## config.mk

```make
export PLATFORM = sky130hd
export DESIGN_NAME = rgb_to_hsv_converter_top
export DESIGN_NICKNAME = d
export VERILOG_FILES = /design/src/hdl/rgb2hsv_pkg.sv /design/src/hdl/rgb_to_hsv_converter_top.sv
export SDC_FILE = /design/constraint.sdc
export NUM_CORES = 1
export LEC_CHECK = 0
export ABC_AREA = 0
export BUFFER_PORTS_ARGS = -buffer_cell sky130_fd_sc_hd__buf_2
export CORE_MARGIN = 4
export CORE_UTILIZATION = 30
export CTS_CLUSTER_DIAMETER = 40
export DETAILED_ROUTE_END_ITERATION = 12
export HOLD_SLACK_MARGIN = 0.02
export PLACE_DENSITY_LB_ADDON = 0.08
export SLEW_MARGIN = 20
export SYNTH_ARGS = -nofsm -noshare
export SYNTH_HDL_FRONTEND = slang
export SYNTH_SLANG_ARGS = --single-unit
```

## constraint.sdc

```tcl
create_clock -name clk -period 5.9 [get_ports clk]
set_input_delay 0.295 -clock clk [delete_from_list [all_inputs] [get_ports clk]]
set_output_delay 0.295 -clock clk [all_outputs]
set_load 0.03 [all_outputs]
```

## src/hdl/rgb2hsv_pkg.sv

```systemverilog
// rgb2hsv_pkg: constants, stage layout, record types and division step helpers
// for the rgb to hsv converter; no dependencies
`default_nettype none

package rgb2hsv_pkg;

    // channel and field widths
    localparam int unsigned CHAN_W   = 8;
    localparam int unsigned PIXEL_W  = 3 * CHAN_W;
    localparam int unsigned HQUO_W   = 6;
    localparam int unsigned HNUM_W   = CHAN_W + HQUO_W;
    localparam int unsigned SNUM_W   = 2 * CHAN_W;
    localparam int unsigned DEG_W    = 9;
    localparam int unsigned HMUL_W   = 22;

    // hue arithmetic constants
    localparam int unsigned DEG_SIXTY   = 60;
    localparam int unsigned DEG_GREEN   = 120;
    localparam int unsigned DEG_BLUE    = 240;
    localparam int unsigned DEG_TURN    = 360;
    // deg*256/360 == (deg*HUE_RECIP) >> HUE_SHIFT for every deg below 360
    localparam int unsigned HUE_RECIP   = 11651;
    localparam int unsigned HUE_SHIFT   = 14;

    // hue sector codes
    localparam logic [1:0] SEC_RED   = 2'd0;
    localparam logic [1:0] SEC_GREEN = 2'd1;
    localparam logic [1:0] SEC_BLUE  = 2'd2;

    // pipeline stage layout
    localparam int unsigned DIV_STEPS  = CHAN_W;
    localparam int unsigned HUE_FIRST  = DIV_STEPS - HQUO_W;
    localparam int unsigned ST_IN      = 0;
    localparam int unsigned ST_SEL     = 1;
    localparam int unsigned ST_PREP    = 2;
    localparam int unsigned ST_DIV0    = 3;
    localparam int unsigned ST_DEG     = ST_DIV0 + DIV_STEPS;
    localparam int unsigned ST_MUL     = ST_DEG + 1;
    localparam int unsigned ST_OUT     = ST_MUL + 1;
    localparam int unsigned NUM_STAGES = ST_OUT + 1;

    // record carried through the selection stage
    typedef struct packed {
        logic [CHAN_W-1:0] bright;
        logic [CHAN_W-1:0] rng;
        logic [1:0]        sec;
        logic              neg;
        logic [CHAN_W-1:0] mag;
    } sel_t;

    // record carried through the divider stages
    typedef struct packed {
        logic [CHAN_W-1:0] bright;
        logic [CHAN_W-1:0] rng;
        logic [1:0]        sec;
        logic              neg;
        logic [CHAN_W-1:0] sat_rem;
        logic [CHAN_W-1:0] sat_low;
        logic [CHAN_W-1:0] sat_quo;
        logic [CHAN_W-1:0] hue_rem;
        logic [HQUO_W-1:0] hue_low;
        logic [HQUO_W-1:0] hue_quo;
    } div_t;

    // record after the hue angle is formed
    typedef struct packed {
        logic [DEG_W-1:0]  deg;
        logic [CHAN_W-1:0] sat;
        logic [CHAN_W-1:0] bright;
    } deg_t;

    // record after the hue scaling product
    typedef struct packed {
        logic [HMUL_W-1:0] prod;
        logic [CHAN_W-1:0] sat;
        logic [CHAN_W-1:0] bright;
    } mul_t;

    // one restoring division step on the saturation quotient, and on the hue
    // quotient when hue_on is set
    function automatic div_t div_step(input div_t d, input logic hue_on);
        logic [CHAN_W:0] s_trial;
        logic [CHAN_W:0] h_trial;
        logic            s_bit;
        logic            h_bit;
        div_t            o;
        o       = d;
        s_trial = {d.sat_rem, d.sat_low[CHAN_W-1]};
        s_bit   = (s_trial >= {1'b0, d.bright});
        o.sat_rem = s_bit ? CHAN_W'(s_trial - {1'b0, d.bright}) : s_trial[CHAN_W-1:0];
        o.sat_low = {d.sat_low[CHAN_W-2:0], 1'b0};
        o.sat_quo = {d.sat_quo[CHAN_W-2:0], s_bit};
        if (hue_on)
        begin
            h_trial = {d.hue_rem, d.hue_low[HQUO_W-1]};
            h_bit   = (h_trial >= {1'b0, d.rng});
            o.hue_rem = h_bit ? CHAN_W'(h_trial - {1'b0, d.rng}) : h_trial[CHAN_W-1:0];
            o.hue_low = {d.hue_low[HQUO_W-2:0], 1'b0};
            o.hue_quo = {d.hue_quo[HQUO_W-2:0], h_bit};
        end
        return o;
    endfunction

endpackage

`default_nettype wire

```

## src/hdl/rgb_to_hsv_converter_top.sv

```systemverilog
// rgb_to_hsv_converter_top: 8-bit rgb pixel to hue, saturation, brightness
// path: input, selection, dividend, divider, hue angle, scaling and output stages in order
// throughput: one item per cycle while the output is not stalled; two restoring dividers, one bit per stage
// stalls: each stage holds only while it is full and its successor is stalled
// reset: rst_n asynchronous active low, clears all stage valid bits
// depends on rgb2hsv_pkg
`default_nettype none

module rgb_to_hsv_converter_top (
    input  wire logic                          clk,
    input  wire logic                          rst_n,
    input  wire logic                          s_axis_tvalid,
    output      logic                          s_axis_tready,
    // red [7:0], green [15:8], blue [23:16]
    input  wire logic [rgb2hsv_pkg::PIXEL_W-1:0] s_axis_tdata,
    output      logic                          m_axis_tvalid,
    input  wire logic                          m_axis_tready,
    // hue [7:0], saturation [15:8], brightness [23:16]
    output      logic [rgb2hsv_pkg::PIXEL_W-1:0] m_axis_tdata
);
    import rgb2hsv_pkg::*;

    logic [NUM_STAGES-1:0] valid_reg;
    logic [NUM_STAGES-1:0] en;

    logic [CHAN_W-1:0] red_reg, green_reg, blue_reg;
    sel_t              sel_reg, sel_next;
    div_t              prep_reg, prep_next;
    div_t              div_reg  [DIV_STEPS];
    div_t              div_next [DIV_STEPS];
    deg_t              deg_reg, deg_next;
    mul_t              mul_reg, mul_next;
    logic [CHAN_W-1:0] hue_reg, sat_reg, bright_reg;

    // per-stage advance: a stage loads when empty or when its successor moves
    always_comb
    begin
        en[NUM_STAGES-1] = !valid_reg[NUM_STAGES-1] || m_axis_tready;
        for (int k = NUM_STAGES - 2; k >= 0; k--)
        begin
            en[k] = !valid_reg[k] || en[k+1];
        end
    end

    assign s_axis_tready = en[ST_IN];
    assign m_axis_tvalid = valid_reg[ST_OUT];
    assign m_axis_tdata  = {bright_reg, sat_reg, hue_reg};

    // valid bits travel with the items
    always_ff @(posedge clk or negedge rst_n)
    begin
        if (!rst_n)
        begin
            valid_reg <= '0;
        end
        else
        begin
            if (en[ST_IN])
            begin
                valid_reg[ST_IN] <= s_axis_tvalid;
            end
            for (int k = 1; k < NUM_STAGES; k++)
            begin
                if (en[k])
                begin
                    valid_reg[k] <= valid_reg[k-1];
                end
            end
        end
    end

    // input capture
    always_ff @(posedge clk)
    begin
        if (en[ST_IN])
        begin
            red_reg   <= s_axis_tdata[CHAN_W-1:0];
            green_reg <= s_axis_tdata[2*CHAN_W-1:CHAN_W];
            blue_reg  <= s_axis_tdata[3*CHAN_W-1:2*CHAN_W];
        end
    end

    // max, min, hue sector and signed channel difference
    always_comb
    begin
        logic [CHAN_W-1:0] lo;
        logic [CHAN_W-1:0] pa;
        logic [CHAN_W-1:0] pb;
        lo = (red_reg < green_reg) ? red_reg : green_reg;
        lo = (lo < blue_reg) ? lo : blue_reg;
        if (blue_reg >= red_reg && blue_reg >= green_reg)
        begin
            sel_next.sec    = SEC_BLUE;
            sel_next.bright = blue_reg;
            pa = red_reg;
            pb = green_reg;
        end
        else if (green_reg >= red_reg)
        begin
            sel_next.sec    = SEC_GREEN;
            sel_next.bright = green_reg;
            pa = blue_reg;
            pb = red_reg;
        end
        else
        begin
            sel_next.sec    = SEC_RED;
            sel_next.bright = red_reg;
            pa = green_reg;
            pb = blue_reg;
        end
        sel_next.rng = sel_next.bright - lo;
        sel_next.neg = (pa < pb);
        sel_next.mag = sel_next.neg ? (pb - pa) : (pa - pb);
    end

    always_ff @(posedge clk)
    begin
        if (en[ST_SEL])
        begin
            sel_reg <= sel_next;
        end
    end

    // dividends: range*255 for saturation, 60*|difference| for hue
    always_comb
    begin
        logic [SNUM_W-1:0] s_num;
        logic [HNUM_W-1:0] h_num;
        s_num = {sel_reg.rng, {CHAN_W{1'b0}}} - {{CHAN_W{1'b0}}, sel_reg.rng};
        h_num = {{HQUO_W{1'b0}}, sel_reg.mag} * HNUM_W'(DEG_SIXTY);
        prep_next.bright  = sel_reg.bright;
        prep_next.rng     = sel_reg.rng;
        prep_next.sec     = sel_reg.sec;
        prep_next.neg     = sel_reg.neg;
        prep_next.sat_rem = s_num[SNUM_W-1:CHAN_W];
        prep_next.sat_low = s_num[CHAN_W-1:0];
        prep_next.sat_quo = '0;
        prep_next.hue_rem = h_num[HNUM_W-1:HQUO_W];
        prep_next.hue_low = h_num[HQUO_W-1:0];
        prep_next.hue_quo = '0;
    end

    always_ff @(posedge clk)
    begin
        if (en[ST_PREP])
        begin
            prep_reg <= prep_next;
        end
    end

    // divider stages, one quotient bit each; hue joins for its last six bits
    always_comb
    begin
        div_next[0] = div_step(prep_reg, 1'b0);
        for (int k = 1; k < DIV_STEPS; k++)
        begin
            div_next[k] = div_step(div_reg[k-1], (k >= HUE_FIRST));
        end
    end

    always_ff @(posedge clk)
    begin
        for (int k = 0; k < DIV_STEPS; k++)
        begin
            if (en[ST_DIV0 + k])
            begin
                div_reg[k] <= div_next[k];
            end
        end
    end

    // hue angle in degrees with sector offset and wrap of negative angles
    always_comb
    begin
        div_t              d;
        logic [DEG_W-1:0]  q;
        logic [DEG_W-1:0]  base;
        d    = div_reg[DIV_STEPS-1];
        q    = {{(DEG_W-HQUO_W){1'b0}}, d.hue_quo};
        case (d.sec)
            SEC_BLUE:  base = DEG_W'(DEG_BLUE);
            SEC_GREEN: base = DEG_W'(DEG_GREEN);
            default:   base = '0;
        endcase
        if (d.rng == '0)
        begin
            deg_next.deg = '0;
        end
        else if (!d.neg)
        begin
            deg_next.deg = base + q;
        end
        else if (d.sec == SEC_RED)
        begin
            deg_next.deg = (q == '0) ? '0 : (DEG_W'(DEG_TURN) - q);
        end
        else
        begin
            deg_next.deg = base - q;
        end
        deg_next.sat    = (d.bright == '0) ? '0 : d.sat_quo;
        deg_next.bright = d.bright;
    end

    always_ff @(posedge clk)
    begin
        if (en[ST_DEG])
        begin
            deg_reg <= deg_next;
        end
    end

    // hue scaling by reciprocal multiply
    always_comb
    begin
        mul_next.prod   = {{(HMUL_W-DEG_W){1'b0}}, deg_reg.deg} * HMUL_W'(HUE_RECIP);
        mul_next.sat    = deg_reg.sat;
        mul_next.bright = deg_reg.bright;
    end

    always_ff @(posedge clk)
    begin
        if (en[ST_MUL])
        begin
            mul_reg <= mul_next;
        end
    end

    // output register
    always_ff @(posedge clk)
    begin
        if (en[ST_OUT])
        begin
            hue_reg    <= mul_reg.prod[HUE_SHIFT+CHAN_W-1:HUE_SHIFT];
            sat_reg    <= mul_reg.sat;
            bright_reg <= mul_reg.bright;
        end
    end

`ifndef SYNTH
    // a full pipeline with a stalled output takes no new item
    assert property (@(posedge clk) disable iff (!rst_n)
        ((&valid_reg) && !m_axis_tready) |-> !s_axis_tready)
        else $error("item accepted into a full stalled pipeline");

    // black pixel gives zero saturation
    assert property (@(posedge clk) disable iff (!rst_n)
        (m_axis_tvalid && m_axis_tdata[3*CHAN_W-1:2*CHAN_W] == '0)
            |-> (m_axis_tdata[2*CHAN_W-1:CHAN_W] == '0))
        else $error("nonzero saturation on a black pixel");

    // saturation remainder stays below the divisor
    assert property (@(posedge clk) disable iff (!rst_n)
        (valid_reg[ST_DEG-1] && div_reg[DIV_STEPS-1].bright != '0)
            |-> (div_reg[DIV_STEPS-1].sat_rem < div_reg[DIV_STEPS-1].bright))
        else $error("saturation divider remainder out of range");

    // hue quotient never exceeds sixty degrees for a coloured pixel
    assert property (@(posedge clk) disable iff (!rst_n)
        (valid_reg[ST_DEG-1] && div_reg[DIV_STEPS-1].rng != '0)
            |-> (div_reg[DIV_STEPS-1].hue_quo <= HQUO_W'(DEG_SIXTY)))
        else $error("hue divider quotient out of range");

    // hue angle stays within one turn
    assert property (@(posedge clk) disable iff (!rst_n)
        valid_reg[ST_MUL-1] |-> (deg_reg.deg < DEG_W'(DEG_TURN)))
        else $error("hue angle beyond a full turn");
`endif

endmodule

`default_nettype wire
```

==> parameters.txt <==
Parameter                              Value

Synth
  Total standard cell area after synthesis ... about 0.027 mm²
  Post-synth cell types ... 63
  Syn nets ... approximately 2300
  Prevailing post-synth register cell ... sky130_fd_sc_hd__edfxtp_1
  Asr flop ratio synth ... 0.0259
  Gate count of the mapped netlist ... between 2000 and 2500
  Post-Synthesis Mean Instance Area ... 13.3 µm²
  Number of flip-flops and latches in the synthesized netlist ... 540
  Sequential fraction of the synthesis area ... 0.599
  Post-synth EDFFs ... 526
  Yosys warns ... 0

Placed design
  Final HPWL from detailed placement ... 36100 µm
  Placed instance area ... 0.0287 mm²
  Count of input and output buffers ... 53
  Routability cong. ... 0.805

Floorplanning
  Height of the die ... 308 µm
  Horizontal die dimension ... 308 µm
  Number of placement rows ... 109
  Number of top-level pins ... 54
  Area of the core ... approximately 0.089 mm²
  Effective utilization at floorplan ... 0.303
  Floorplan die area ... 0.0947 mm²

STA
  Worst setup skew after layout ... 62.5 ps
  Max Slew Vio Count ... 0
  Minimum period implied by the final worst setup slack ... about 5300 ps
  Actual slew at the worst max-slew pin ... 900 ps
  Fin Hold WS ... 105 ps
  Setup repair after global routing missed its margin ... false
  Final sum of negative setup slack ... 0 ps
  Max-slew headroom ... 0.399
  F_max ... 188 MHz
  Final hold vios ... 0
  Share of the clock period used by the worst path after layout ... 0.901
  Setup-failing EPs final ... 0

CTS
  Cell at the root of the clock tree ... sky130_fd_sc_hd__clkbuf_16
  Clock buffer depth ... 3
  Clock Sink Count ... 540
  Clock transition at the registers of the reported paths ... 50 ps
  Clock tree from TritonCTS ... done
  Number of setup buffers added after CTS ... 0
  Latest clock arrival within the worst-skew pair ... 660 ps
  Number of buffers added by the clock tree synthesis step ... 99
  H-tree depth ... 3

Worst setup path
  Crit path top cell by count ... sky130_fd_sc_hd__a21o_1
  Crit path capture type ... register
  CP Cell Sequence ... inv_1 > ha_1 > a211o_1 > a21oi_2 > nor2_1 > a31oi_4 > o21ai_0 > ha_1 > a21o_1 > a21o_1 > a21oi_1 > nand2_2 > mux2i_1 > ha_1 > a21o_1 > a21o_1 > a21o_1 > a21oi_1 > o21bai_1 > a21oi_1 > xnor2_1 > xnor2_1
  Req. time, crit path ... roughly 6300 ps
  Critical setup path kind ... register to register
  Arr. time, crit path ... 5670 ps
  Top Family by Delay on Critical Path ... compound AO/OA/AOI/OAI gates
  Slowest CP cell ... sky130_fd_sc_hd__edfxtp_1
  Capture instance of the worst register-to-register path ... prep_next[54]
  Path length in cells of the critical path ... 22
  Crit path buf inv count ... 1
  Reg2Reg Depth ... 22
  Critical-path maximum fanout ... 15
  Critical path launch point type ... register
  Launching point of the worst reg2reg path ... red_reg[5]
  Slack of the worst reg-to-reg path ... 590 ps
  Highest cell delay on the worst timing path ... 410 ps

Finish
  Footprint of the multi-input gates ... between 0.009 and 0.01 mm²
  Most frequent cells in the layout ... 526 x sky130_fd_sc_hd__edfxtp_1, 276 x sky130_fd_sc_hd__inv_1, 247 x sky130_fd_sc_hd__ha_1
  Seq. cell area ... 0.0161 mm²
  Final net count ... 2520
  Most common cell after layout, fill and taps aside ... sky130_fd_sc_hd__edfxtp_1
  Synth-to-layout area growth ... 21.0%
  Share of final-layout standard cells stronger than drive strength 1 ... 0.132
  Largest register FFs ... 356
  Summed area of non-filler cells in the final layout ... 0.0326 mm²
  Count of filler cells inserted in the layout ... roughly 8400
  Total inserted antenna cells ... 0

Run status
  Run status ... finished, final reports clean

Global route
  Total routing resource utilization after global routing ... 0.106
  Global-route wire length before repair ... 81800 µm
  Largest net degree at the start of global routing ... 49
  Antenna violations before repair ... 0
  Vias in the first global route ... between 15000 and 20000
  Total global routing overflow ... 0

Detailed routing
  Routed via count ... around 15000
  Met1 Routed Length ... 20600 µm
  Final wirelength ... 48600 µm
  Met2 wirelength from detailed routing ... 24500 µm
  WL/cell ... approximately 14 µm
  Violation count after the first detailed-routing iteration ... roughly 600
  Top layer reached by signal wires ... met4
  TritonRoute pass-1 iters ... 5
  Via density per instance ... roughly 4.4
  Remaining antenna violation count ... 0
  Met3 wire len ... 2000 µm
  Post-route DRC ... 0

Min path
  Min-delay worst type ... input pin to asynchronous set/reset pin

Run
  Count of maximum capacitance violations ... 0
## metrics by stage
step,util,setup slack [ps],instances
global placement,0.323,513,3232
detailed placement,0.323,425,3232
floorplan,-,1130,2022
global route,0.367,46.8,3443
CTS,0.366,401,3443
finish,0.367,586,3443
## synthesized netlist by cell type, types with 33 or more instances
master,n,share of area
sky130_fd_sc_hd__mux2i_1,38,0.014
sky130_fd_sc_hd__nor2b_1,33,0.0077
sky130_fd_sc_hd__ha_1,247,0.11
sky130_fd_sc_hd__edfxtp_1,526,0.59
sky130_fd_sc_hd__fa_1,51,0.038
sky130_fd_sc_hd__xor2_1,33,0.011
sky130_fd_sc_hd__nand2_1,77,0.011
sky130_fd_sc_hd__o21ai_0,110,0.020
sky130_fd_sc_hd__a21oi_1,99,0.018
sky130_fd_sc_hd__nor2_1,125,0.017
sky130_fd_sc_hd__xnor2_1,48,0.016
sky130_fd_sc_hd__a21o_1,44,0.012
sky130_fd_sc_hd__mux2_2,33,0.014
sky130_fd_sc_hd__nand2b_1,42,0.0098
sky130_fd_sc_hd__inv_1,279,0.039
## metal layers
layer	vias up	track usage
met4	0	0.0373
met3	104	0.0250
met5	-	0
met2	224	0.192
li1	7626	-
met1	7168	0.122
## kinds of logic after synthesis
logic type / after synthesis / synth area share
AND/OR/NAND/NOR: 373 / 0.0670
buffers and inverters: 301 / 0.0428
multiplexers: 71 / 0.0279
XOR/XNOR: 81 / 0.0263
adder cells (fa/ha/maj): 298 / 0.153
flip-flops: 540 / 0.599
AO/OA/AOI/OAI: 358 / 0.0840
## worst max-delay path by stage
stage / from / end / slack, ps
6_report: red_reg[5] / prep_next[54] / 590
4_1_cts: blue_reg[0] / sel_reg[7] / 400
2_1_floorplan: red_reg[5] / prep_next[54] / 1130
3_3_place_gp: blue_reg[0] / sel_reg[7] / 510
3_5_place_dp: blue_reg[0] / sel_reg[7] / 420
5_1_grt: blue_reg[0] / sel_reg[7] / 50
## cell type report
type	count	share of cell area
tap	1165	0.0447
clock inverter	74	0.0314
timing repair buffer	93	0.0196
clock buffer	111	0.0783
sequential	540	0.496
multi-input combinational	1181	0.298
inverter	279	0.0322
## repair_timing
| action | 4_1_cts | 5_1_grt |
|---|---|---|
| setup endpoints to repair | 0 | 1 |
| hold endpoints to repair | 39 | 0 |
| gates resized for setup | 0 | 5 |
| hold buffers | 26 | 0 |
Power is left out: the tool's default activity adds up to more than one toggle a clock period on the data nets, which glitch-free logic cannot reach.
